**config.mk**
```make
export PLATFORM = sky130hd
export DESIGN_NAME = md4_message_digest_top_flat
export DESIGN_NICKNAME = d
export VERILOG_FILES = /design/src/sv/md4_pkg.sv /design/src/sv/md4_in_if.sv /design/src/sv/md4_out_if.sv /design/src/sv/md4_message_digest_top.sv /design/src/sv/md4_round.sv /design/src/flat_wrapper.sv
export SDC_FILE = /design/constraint.sdc
export NUM_CORES = 2
export LEC_CHECK = 0
export ABC_AREA = 1
export BUFFER_PORTS_ARGS = -buffer_cell sky130_fd_sc_hd__buf_2
export CORE_AREA = 5 5 382 384
export DETAILED_ROUTE_END_ITERATION = 8
export DIE_AREA = 0 0 387 389
export PLACE_DENSITY = 0.66
export SYNTH_ARGS = -nofsm -noshare
export SYNTH_HDL_FRONTEND = slang
export SYNTH_HIERARCHICAL = 1
export SYNTH_SLANG_ARGS = --single-unit
```
**constraint.sdc**
```tcl
create_clock -name clk_i -period 12.1 [get_ports clk_i]
set_clock_uncertainty 0.2 [all_clocks]
set_input_delay 2.42 -clock clk_i [delete_from_list [all_inputs] [get_ports clk_i]]
set_output_delay 2.42 -clock clk_i [all_outputs]
set_load 0.005 [all_outputs]
```
**src/sv/md4_pkg.sv**
```systemverilog
// md4 digest package: constants, shared types, step tables and the microcode rom
// used by md4_round and md4_message_digest_top; depends on nothing else
package md4_pkg;

  // chaining word initial values and round constants
  localparam logic [31:0] INIT_A   = 32'h67452301;
  localparam logic [31:0] INIT_B   = 32'hEFCDAB89;
  localparam logic [31:0] INIT_C   = 32'h98BADCFE;
  localparam logic [31:0] INIT_D   = 32'h10325476;
  localparam logic [31:0] K_ROUND2 = 32'h5A827999;
  localparam logic [31:0] K_ROUND3 = 32'h6ED9EBA1;
  localparam logic [7:0]  PAD_BYTE = 8'h80;

  // block geometry
  localparam int unsigned BLOCK_WORDS = 16;
  localparam int unsigned WORD_BYTES  = 4;
  localparam int unsigned LEN_LO_WORD = 14;
  localparam int unsigned LEN_HI_WORD = 15;
  localparam logic [5:0]  LAST_STEP   = 6'd47;
  localparam logic [5:0]  PAD_FIT_MAX = 6'd55;
  localparam logic [2:0]  MAX_BYTES   = 3'd4;

  typedef logic [3:0][31:0] words4_t;
  typedef logic [3:0]       upc_t;

  // datapath operation of one control word
  typedef enum logic [3:0] {
    OP_NOP,
    OP_ABSORB,
    OP_ROUND,
    OP_FOLD,
    OP_FOLD_TAIL,
    OP_FOLD_CLEAR,
    OP_PAD,
    OP_LENGTH,
    OP_EMIT
  } op_e;

  // jump condition of one control word
  typedef enum logic [2:0] {
    C_ALWAYS,
    C_NO_INPUT,
    C_NOT_FULL,
    C_ROUND_BUSY,
    C_NOT_LAST,
    C_FILL_FITS,
    C_OUT_FULL
  } cond_e;

  typedef struct packed {
    op_e   op;
    cond_e cond;
    upc_t  target;
  } ucode_t;

  // program addresses
  localparam upc_t UA_WAIT      = 4'd0;
  localparam upc_t UA_ABSORB    = 4'd1;
  localparam upc_t UA_RND_DATA  = 4'd2;
  localparam upc_t UA_TAIL      = 4'd3;
  localparam upc_t UA_TEST      = 4'd4;
  localparam upc_t UA_PAD       = 4'd5;
  localparam upc_t UA_RND_SPILL = 4'd6;
  localparam upc_t UA_CLEAR     = 4'd7;
  localparam upc_t UA_LENGTH    = 4'd8;
  localparam upc_t UA_RND_FINAL = 4'd9;
  localparam upc_t UA_FOLD      = 4'd10;
  localparam upc_t UA_OUT_WAIT  = 4'd11;
  localparam upc_t UA_EMIT      = 4'd12;

  // control rom: the jump is taken when the condition holds, else fall through
  function automatic ucode_t ucode(input upc_t addr);
    ucode_t w;
    w = '{op: OP_NOP, cond: C_ALWAYS, target: UA_WAIT};
    case (addr)
      UA_WAIT:      w = '{op: OP_NOP,        cond: C_NO_INPUT,   target: UA_WAIT};
      UA_ABSORB:    w = '{op: OP_ABSORB,     cond: C_NOT_FULL,   target: UA_TEST};
      UA_RND_DATA:  w = '{op: OP_ROUND,      cond: C_ROUND_BUSY, target: UA_RND_DATA};
      UA_TAIL:      w = '{op: OP_FOLD_TAIL,  cond: C_ALWAYS,     target: UA_TEST};
      UA_TEST:      w = '{op: OP_NOP,        cond: C_NOT_LAST,   target: UA_WAIT};
      UA_PAD:       w = '{op: OP_PAD,        cond: C_FILL_FITS,  target: UA_LENGTH};
      UA_RND_SPILL: w = '{op: OP_ROUND,      cond: C_ROUND_BUSY, target: UA_RND_SPILL};
      UA_CLEAR:     w = '{op: OP_FOLD_CLEAR, cond: C_ALWAYS,     target: UA_LENGTH};
      UA_LENGTH:    w = '{op: OP_LENGTH,     cond: C_ALWAYS,     target: UA_RND_FINAL};
      UA_RND_FINAL: w = '{op: OP_ROUND,      cond: C_ROUND_BUSY, target: UA_RND_FINAL};
      UA_FOLD:      w = '{op: OP_FOLD,       cond: C_ALWAYS,     target: UA_OUT_WAIT};
      UA_OUT_WAIT:  w = '{op: OP_NOP,        cond: C_OUT_FULL,   target: UA_OUT_WAIT};
      UA_EMIT:      w = '{op: OP_EMIT,       cond: C_ALWAYS,     target: UA_WAIT};
      default:      w = '{op: OP_NOP,        cond: C_ALWAYS,     target: UA_WAIT};
    endcase
    return w;
  endfunction

  // message word used by a step: plain, 2x2 transposed, bit reversed
  function automatic logic [3:0] word_index(input logic [5:0] step);
    logic [3:0] i;
    logic [3:0] idx;
    i = step[3:0];
    unique case (step[5:4])
      2'd0:    idx = i;
      2'd1:    idx = {i[1:0], i[3:2]};
      default: idx = {i[0], i[1], i[2], i[3]};
    endcase
    return idx;
  endfunction

  // left rotate amount per round and step within a group of four
  function automatic logic [4:0] rot_amount(input logic [1:0] rnd, input logic [1:0] pos);
    logic [4:0] amt;
    unique case ({rnd, pos})
      4'b00_00: amt = 5'd3;
      4'b00_01: amt = 5'd7;
      4'b00_10: amt = 5'd11;
      4'b00_11: amt = 5'd19;
      4'b01_00: amt = 5'd3;
      4'b01_01: amt = 5'd5;
      4'b01_10: amt = 5'd9;
      4'b01_11: amt = 5'd13;
      4'b10_00: amt = 5'd3;
      4'b10_01: amt = 5'd9;
      4'b10_10: amt = 5'd11;
      4'b10_11: amt = 5'd15;
      default:  amt = 5'd3;
    endcase
    return amt;
  endfunction

  function automatic logic [31:0] round_const(input logic [1:0] rnd);
    logic [31:0] k;
    unique case (rnd)
      2'd0:    k = '0;
      2'd1:    k = K_ROUND2;
      default: k = K_ROUND3;
    endcase
    return k;
  endfunction

endpackage

```
**src/sv/md4_in_if.sv**
```systemverilog
// message word channel: valid/ready plus one word of message bytes
// uses no package
interface md4_in_if;
  logic        valid;
  logic        ready;
  logic [31:0] data_word;
  logic [2:0]  valid_bytes;
  logic        last;

  modport source (output valid, data_word, valid_bytes, last, input ready);
  modport sink (input valid, data_word, valid_bytes, last, output ready);
endinterface

```
**src/sv/md4_out_if.sv**
```systemverilog
// digest channel: valid/ready plus the 16-byte digest in two halves
// uses no package
interface md4_out_if;
  logic        valid;
  logic        ready;
  logic [63:0] digest_first;
  logic [63:0] digest_second;

  modport source (output valid, digest_first, digest_second, input ready);
  modport sink (input valid, digest_first, digest_second, output ready);
endinterface

```
**src/sv/md4_message_digest_top.sv**
```systemverilog
// md4 digest top level: microcode sequencer, byte packing block buffer,
// length count and digest output register; depends on md4_pkg, md4_in_if,
// md4_out_if and md4_round
//
//   channel  dir  payload                          transfer when
//   msg_i    in   data_word, valid_bytes, last     msg_i.valid & msg_i.ready
//   dig_o    out  digest_first, digest_second      dig_o.valid & dig_o.ready
//
// a word that does not fill the block is accepted, packed and tested;
// each filled 64-byte block adds 48 steps of the one round unit
// and a fold into the chaining words.
// the last item adds padding, an extra block if the fill passes 55 bytes,
// the bit length, the final block and its fold, a wait for the output register and the emit.
// reset restores the initial chaining words, zero length and an empty buffer.
// a held digest does not stop input; only a second digest waits for it.
module md4_message_digest_top (
  input  logic      clk_i,
  input  logic      rst_ni,
  md4_in_if.sink    msg_i,
  md4_out_if.source dig_o
);

  // sequencer
  md4_pkg::upc_t    upc_q, upc_d;
  md4_pkg::ucode_t  uw;
  logic             jump;

  // captured item
  logic [31:0]      word_q;
  logic [2:0]       nbytes_q;
  logic             last_q;
  logic [2:0]       nbytes_in;

  // message state
  md4_pkg::words4_t chain_q, chain_d;
  logic [63:0]      bits_q, bits_d;
  logic [5:0]       fill_q, fill_d;
  logic [31:0]      buf_q [md4_pkg::BLOCK_WORDS];
  logic [31:0]      buf_d [md4_pkg::BLOCK_WORDS];
  logic [6:0]       fill_sum;

  // output register
  logic             out_valid_q, out_valid_d;
  logic [63:0]      dig_first_q, dig_second_q;

  // round unit
  logic             rnd_run;
  logic [3:0]       word_sel;
  logic             rnd_final;
  md4_pkg::words4_t rnd_state;

  logic             in_xfer;
  logic             emit;

  assign uw       = md4_pkg::ucode(upc_q);
  assign fill_sum = {1'b0, fill_q} + {4'b0, nbytes_q};
  assign rnd_run  = (uw.op == md4_pkg::OP_ROUND);
  assign emit     = (uw.op == md4_pkg::OP_EMIT);

  assign msg_i.ready = (upc_q == md4_pkg::UA_WAIT);
  assign in_xfer     = msg_i.valid && msg_i.ready;
  assign nbytes_in   = (msg_i.valid_bytes > md4_pkg::MAX_BYTES) ? md4_pkg::MAX_BYTES
                                                                : msg_i.valid_bytes;

  // jump condition and next step address
  always_comb begin
    unique case (uw.cond)
      md4_pkg::C_ALWAYS:     jump = 1'b1;
      md4_pkg::C_NO_INPUT:   jump = !msg_i.valid;
      md4_pkg::C_NOT_FULL:   jump = !fill_sum[6];
      md4_pkg::C_ROUND_BUSY: jump = !rnd_final;
      md4_pkg::C_NOT_LAST:   jump = !last_q;
      md4_pkg::C_FILL_FITS:  jump = (fill_q <= md4_pkg::PAD_FIT_MAX);
      md4_pkg::C_OUT_FULL:   jump = out_valid_q;
      default:               jump = 1'b1;
    endcase
    upc_d = jump ? uw.target : upc_q + 4'd1;
  end

  // compression unit
  md4_round u_round (
    .clk_i      (clk_i),
    .rst_ni     (rst_ni),
    .run_i      (rnd_run),
    .chain_i    (chain_q),
    .msg_word_i (buf_q[word_sel]),
    .word_sel_o (word_sel),
    .final_o    (rnd_final),
    .state_o    (rnd_state)
  );

  // block buffer: byte lanes written by packing, padding and clearing, and the length words
  always_comb begin
    logic [5:0] j;
    logic [5:0] k;
    logic [7:0] item_byte;
    for (int w = 0; w < md4_pkg::BLOCK_WORDS; w++) begin
      buf_d[w] = buf_q[w];
      for (int l = 0; l < md4_pkg::WORD_BYTES; l++) begin
        j         = 6'(w * md4_pkg::WORD_BYTES + l);
        k         = j - fill_q;
        item_byte = word_q[8*k[1:0] +: 8];
        unique case (uw.op)
          md4_pkg::OP_ABSORB: begin
            if (j >= fill_q && k < {3'b0, nbytes_q}) buf_d[w][8*l +: 8] = item_byte;
          end
          md4_pkg::OP_FOLD_TAIL: begin
            if (j < fill_sum[5:0] && k < {3'b0, nbytes_q}) buf_d[w][8*l +: 8] = item_byte;
          end
          md4_pkg::OP_PAD: begin
            if (j == fill_q) begin
              buf_d[w][8*l +: 8] = md4_pkg::PAD_BYTE;
            end else if (j > fill_q) begin
              buf_d[w][8*l +: 8] = '0;
            end
          end
          md4_pkg::OP_FOLD_CLEAR: buf_d[w][8*l +: 8] = '0;
          default: ;
        endcase
      end
      if (uw.op == md4_pkg::OP_LENGTH) begin
        if (w == md4_pkg::LEN_LO_WORD) buf_d[w] = bits_q[31:0];
        if (w == md4_pkg::LEN_HI_WORD) buf_d[w] = bits_q[63:32];
      end
    end
  end

  // chaining words, length and fill
  always_comb begin
    chain_d     = chain_q;
    bits_d      = bits_q;
    fill_d      = fill_q;
    out_valid_d = out_valid_q && !dig_o.ready;
    unique case (uw.op)
      md4_pkg::OP_ABSORB: begin
        bits_d = bits_q + {58'b0, nbytes_q, 3'b0};
        if (!fill_sum[6]) fill_d = fill_sum[5:0];
      end
      md4_pkg::OP_FOLD_TAIL: begin
        for (int i = 0; i < 4; i++) chain_d[i] = chain_q[i] + rnd_state[i];
        fill_d = fill_sum[5:0];
      end
      md4_pkg::OP_FOLD, md4_pkg::OP_FOLD_CLEAR: begin
        for (int i = 0; i < 4; i++) chain_d[i] = chain_q[i] + rnd_state[i];
      end
      md4_pkg::OP_PAD: fill_d = fill_q + 6'd1;
      md4_pkg::OP_EMIT: begin
        chain_d     = {md4_pkg::INIT_D, md4_pkg::INIT_C, md4_pkg::INIT_B, md4_pkg::INIT_A};
        bits_d      = '0;
        fill_d      = '0;
        out_valid_d = 1'b1;
      end
      default: ;
    endcase
  end

  // control and message state registers
  always_ff @(posedge clk_i or negedge rst_ni) begin
    if (!rst_ni) begin
      upc_q       <= md4_pkg::UA_WAIT;
      chain_q     <= {md4_pkg::INIT_D, md4_pkg::INIT_C, md4_pkg::INIT_B, md4_pkg::INIT_A};
      bits_q      <= '0;
      fill_q      <= '0;
      out_valid_q <= 1'b0;
    end else begin
      upc_q       <= upc_d;
      chain_q     <= chain_d;
      bits_q      <= bits_d;
      fill_q      <= fill_d;
      out_valid_q <= out_valid_d;
    end
  end

  // payload registers: captured item, block buffer and digest
  always_ff @(posedge clk_i) begin
    if (in_xfer) begin
      word_q   <= msg_i.data_word;
      nbytes_q <= nbytes_in;
      last_q   <= msg_i.last;
    end
    for (int w = 0; w < md4_pkg::BLOCK_WORDS; w++) buf_q[w] <= buf_d[w];
    if (emit) begin
      dig_first_q  <= {chain_q[1], chain_q[0]};
      dig_second_q <= {chain_q[3], chain_q[2]};
    end
  end

  assign dig_o.valid         = out_valid_q;
  assign dig_o.digest_first  = dig_first_q;
  assign dig_o.digest_second = dig_second_q;

endmodule

```
**src/sv/md4_round.sv**
```systemverilog
// md4 compression unit: working registers, step counter and one step per cycle
// while run_i is high; depends on md4_pkg
module md4_round (
  input  logic              clk_i,
  input  logic              rst_ni,
  input  logic              run_i,
  input  md4_pkg::words4_t  chain_i,
  input  logic [31:0]       msg_word_i,
  output logic [3:0]        word_sel_o,
  output logic              final_o,
  output md4_pkg::words4_t  state_o
);

  logic [5:0]        step_q, step_d;
  md4_pkg::words4_t  work_q, work_d;
  md4_pkg::words4_t  src;
  logic [1:0]        rnd;
  logic [31:0]       fn;
  logic [31:0]       sum;
  logic [63:0]       rot_wide;
  logic [31:0]       new_word;

  // first step starts from the chaining words
  assign src = (step_q == '0) ? chain_i : work_q;
  assign rnd = step_q[5:4];

  // round function on the three other words
  always_comb begin
    unique case (rnd)
      2'd0:    fn = (src[1] & src[2]) | (~src[1] & src[3]);
      2'd1:    fn = (src[1] & src[2]) | (src[1] & src[3]) | (src[2] & src[3]);
      default: fn = src[1] ^ src[2] ^ src[3];
    endcase
  end

  // add and rotate, then turn the roles so the target always sits in word 0
  assign sum      = src[0] + fn + msg_word_i + md4_pkg::round_const(rnd);
  assign rot_wide = {sum, sum} << md4_pkg::rot_amount(rnd, step_q[1:0]);
  assign new_word = rot_wide[63:32];

  always_comb begin
    work_d = work_q;
    step_d = step_q;
    if (run_i) begin
      work_d = {src[2], src[1], new_word, src[3]};
      step_d = final_o ? '0 : step_q + 6'd1;
    end
  end

  // step counter
  always_ff @(posedge clk_i or negedge rst_ni) begin
    if (!rst_ni) begin
      step_q <= '0;
    end else begin
      step_q <= step_d;
    end
  end

  // working words
  always_ff @(posedge clk_i) begin
    work_q <= work_d;
  end

  assign word_sel_o = md4_pkg::word_index(step_q);
  assign final_o    = (step_q == md4_pkg::LAST_STEP);
  assign state_o    = work_q;

endmodule
```
**src/flat_wrapper.sv**
```systemverilog
// flat-port wrapper written by rule: the top's interface ports become plain ports
module md4_message_digest_top_flat 
  (clk_i, rst_ni, msg_i_valid, msg_i_data_word, msg_i_valid_bytes, msg_i_last, msg_i_ready, dig_o_valid, dig_o_digest_first, dig_o_digest_second, dig_o_ready);
  md4_in_if msg_i_i ();
  md4_out_if dig_o_i ();
  input  logic clk_i;
  input  logic rst_ni;
  input wire logic [$bits(msg_i_i.valid)-1:0] msg_i_valid;
  input wire logic [$bits(msg_i_i.data_word)-1:0] msg_i_data_word;
  input wire logic [$bits(msg_i_i.valid_bytes)-1:0] msg_i_valid_bytes;
  input wire logic [$bits(msg_i_i.last)-1:0] msg_i_last;
  output wire logic [$bits(msg_i_i.ready)-1:0] msg_i_ready;
  output wire logic [$bits(dig_o_i.valid)-1:0] dig_o_valid;
  output wire logic [$bits(dig_o_i.digest_first)-1:0] dig_o_digest_first;
  output wire logic [$bits(dig_o_i.digest_second)-1:0] dig_o_digest_second;
  input wire logic [$bits(dig_o_i.ready)-1:0] dig_o_ready;
  assign msg_i_i.valid = msg_i_valid;
  assign msg_i_i.data_word = msg_i_data_word;
  assign msg_i_i.valid_bytes = msg_i_valid_bytes;
  assign msg_i_i.last = msg_i_last;
  assign msg_i_ready = msg_i_i.ready;
  assign dig_o_valid = dig_o_i.valid;
  assign dig_o_digest_first = dig_o_i.digest_first;
  assign dig_o_digest_second = dig_o_i.digest_second;
  assign dig_o_i.ready = dig_o_ready;
  md4_message_digest_top u_core (.clk_i(clk_i), .rst_ni(rst_ni), .msg_i(msg_i_i), .dig_o(dig_o_i));
endmodule
```
==> flow_metrics.py <==
metrics = {
    "job": {
        "maxCapViolCount": 0,
    },
    "drt": {
        "route.detailed.drc": 0,
        "drtIter0Drc": 5656,
        "wire_per_inst_um": 24.7,
        "wl_mm": 241,
        "vias": 55000,
        "avgViaCountPerCell": 5.64,
        "first_pass_iters": 6,
        "ant_nets": 0,
    },
    "global_route": {
        "track_usage_pct": 31.2,
        "grt_max_degree": 165,
        "antenna_found_initial": 10,
        "overflow": 0,
        "grt_pass1_wl_mm": 351,
        "grt_pass1_vias": 52700,
    },
    "sta": {
        "rsz0062_at_grt": "false",
        "fin_setup_tns_ns": 0,
        "fin_crit_sh_pct": 68.4,
        "slew_violations": 0,
        "finalHoldViolCount": 0,
        "slew_headroom_pct": 3.40,
        "finalCriticalPeriod_ns": 8.28,
        "hold_slack_ns": 0.321,
        "max_freq_mhz": 121,
        "finalSetupViolCount": 0,
        "worst_pin_slew_ns": 1.44,
    },
    "synth": {
        "synthDominantCellAreaShare_pct": 38.1,
        "synth_compound_area_share_pct": 10.6,
        "synth_edf_count": 804,
        "synthMuxAreaShare_pct": 2.54,
        "synthAdderAreaFrac_pct": 7.11,
        "synth_fp_nets": 7997,
        "ys_top_cells_by_area": "edfxtp_1, nand2_1, inv_1",
        "synth-xor-area-share_pct": 1.44,
        "synthDistinctLibCells": 61,
        "ys_seq_area_share_pct": 46.3,
        "synth_top_family_by_area": "simple AND/OR/NAND/NOR gates",
        "synth_simple_gate_area_share_pct": 23.4,
        "synthFlopType": "edfxtp_1",
        "yosysWarnings": 6,
        "syn_inst": 7653,
        "syn_area_per_cell_um2": 8.29,
        "synthesis.area_um2": 63400,
        "ys_ff_latch": 1010,
        "ys_async_sr_fraction_pct": 20.4,
        "synth_top_area_cell": "edfxtp_1",
    },
    "floorplanning": {
        "pin_count": 170,
        "fp.dieH_um": 389,
        "dieArea_um2": 151000,
        "num_rows": 139,
        "core_um2": 142000,
        "initial_core_util_pct": 44.5,
        "die_width_um": 387,
    },
    "placement": {
        "placed_area_um2": 66300,
        "dpl.hpwl_mm": 183,
        "gp_congestion": 1.01,
        "io_buffers": 169,
    },
    "status": {
        "status": "completed",
    },
    "cells_and_area": {
        "fin_area_um2": 70000,
        "final_cell_mix": "nand2_1, inv_1, edfxtp_1, nand3_1, nor2_1",
        "multiInputGateArea_um2": 28700,
        "layout.area.seq_um2": 29400,
        "nNetsFinal": 8099,
        "fillers": 13700,
        "fin_util_pct": 49.1,
        "drive_above_1_share_pct": 8.88,
        "areaGrowthSynthToFinish_pct": 10.4,
        "layout_commonest_cell": "nand2_1",
    },
    "cts": {
        "cts_hold_buf": 0,
        "cts_buffers": 110,
        "clkTransAtPathRegs_ns": 0.06,
        "cts.repair.resized": 0,
        "h-tree-depth": 3,
        "insertion_delay_ns": 0.76,
        "clock-sinks": 1010,
        "cts_tree": "built",
        "root_buffer": "clkbuf_16",
        "clockBufferDepth": 3,
        "cts_setup_buffers": 0,
    },
    "critical_path": {
        "cp.required_ns": 12.40,
        "timing.rr.end": "u_core/u_round/state_o[32]",
        "reg2reg_depth": 26,
        "arrival_ns": 8.57,
        "start_kind": "flop",
        "critPathKind": "reg -> reg",
        "cp_slowest_cell": "clkinv_2",
        "cp-end-kind": "flop",
        "worstPathMaxFanout": 73,
        "regToRegStartpoint": "u_core/u_round/step_q[0]",
        "rrSetupSlack_ns": 3.82,
        "worst_path_largest_cell_delay_ns": 0.83,
    },
    "power_and_ir_drop": {
        "pwr_density_cell_nw_per_um2": 103,
        "p_total_mw": 7.20,
        "ir_drop_uv": 169,
        "p_leak_nw": 29.7,
    },
    "hold_path": {
        "holdPathStages": 2,
        "hold_end": "u_core/bits_q[62]",
        "min_from": "u_core/bits_q[62]",
        "hp-class": "reg -> reg",
    },
}
[power breakdown]
| group | total [mW] | internal (mW) | switching, mW |
|---|---|---|---|
| combinational | 0.0248 | 0.00557 | 0.0192 |
| clock | 3.47 | 1.99 | 1.48 |
| sequential | 3.71 | 3.71 | 0.0000000000000000677 |
[cell usage after synthesis (50+ instances only)]
cell type	count
ha_1	210
xor2_1	54
mux2i_1	161
clkbuf_1	147
nand2_1	2009
xnor2_1	50
a21oi_1	347
nor2_1	520
inv_1	1097
nand3_1	572
dfrtp_1	142
edfxtp_1	804
buf_2	90
nor3_1	89
o211ai_1	143
dfstp_2	64
o21ai_0	459
fa_1	94
or2_2	93
o21ai_1	102
nand4_1	98
[cell families (layout without fill, tap and decap cells)]
group / Yosys count / in the layout
xor+xnor: 104 / 104
buf+inv: 1393 / 1589
fa+ha+maj: 304 / 304
simple gates: 3487 / 3487
mux: 161 / 161
compound gates: 1194 / 1194
flops: 1010 / 1010
other cells: 0 / 1
[how the worst max path moves through the flow]
stage               slack, ns  cells after the start                         end                     start
global route             3.45                     28  u_core/u_round/state_o[32]  u_core/u_round/step_q[5]
finish                   3.82                     26  u_core/u_round/state_o[32]  u_core/u_round/step_q[0]
detailed placement       3.88                     26  u_core/u_round/state_o[32]  u_core/u_round/step_q[0]
CTS                      3.88                     26  u_core/u_round/state_o[32]  u_core/u_round/step_q[0]
global placement         3.91                     26  u_core/u_round/state_o[32]  u_core/u_round/step_q[0]
floorplan                0.07                      9    u_core/u_round/step_q[5]           u_core/upc_q[0]
[registers in the layout, summed over array words and instances, names as in the netlist, 32 cells and up]
name	cells
u_core/buf_q	512
u_core/bits_q	61
u_core/word_q	32
u_core/dig_o.digest_first	64
u_core/u_round/state_o	128
u_core/dig_o.digest_second	64
u_core/chain_q	128
[critical path, delay by kind of cell (launching register included)]
family	cells	cell delay [ns]
AOI/OAI and AO/OA	4	1.36
adders and majority gates	5	2.10
buffers and inverters	5	1.84
DFF	1	0.46
and+or+nand+nor	12	2.01
[routing by layer]
metal  track usage [%]  vias up  routed length [um]
met2              51.6     2381              112000
met1              39.2    26400               95400
met3              5.25      581               17800
li1                  -    25600                   -
met4              16.9        2               15500
met5                 0        -                  18
[final cells by class]
cell class	count	area share, %
well taps	1903	3.40
multi-input cells	5250	41.0
repair buffers	264	2.33
diodes	1	0.00358
inverters	1119	6.01
clock inverters	59	0.924
clock buffers	147	4.38
flip-flops and latches	1010	42.0
[through the flow]
stage	setup slack, ns	std cells
4_1_cts	3.88	9752
3_3_place_gp	3.91	9546
5_1_grt	3.45	9752
3_5_place_dp	3.88	9546
2_1_floorplan	0.0667	7653
6_report	3.82	9753
Note: power is estimated with default switching activity, not from simulation.
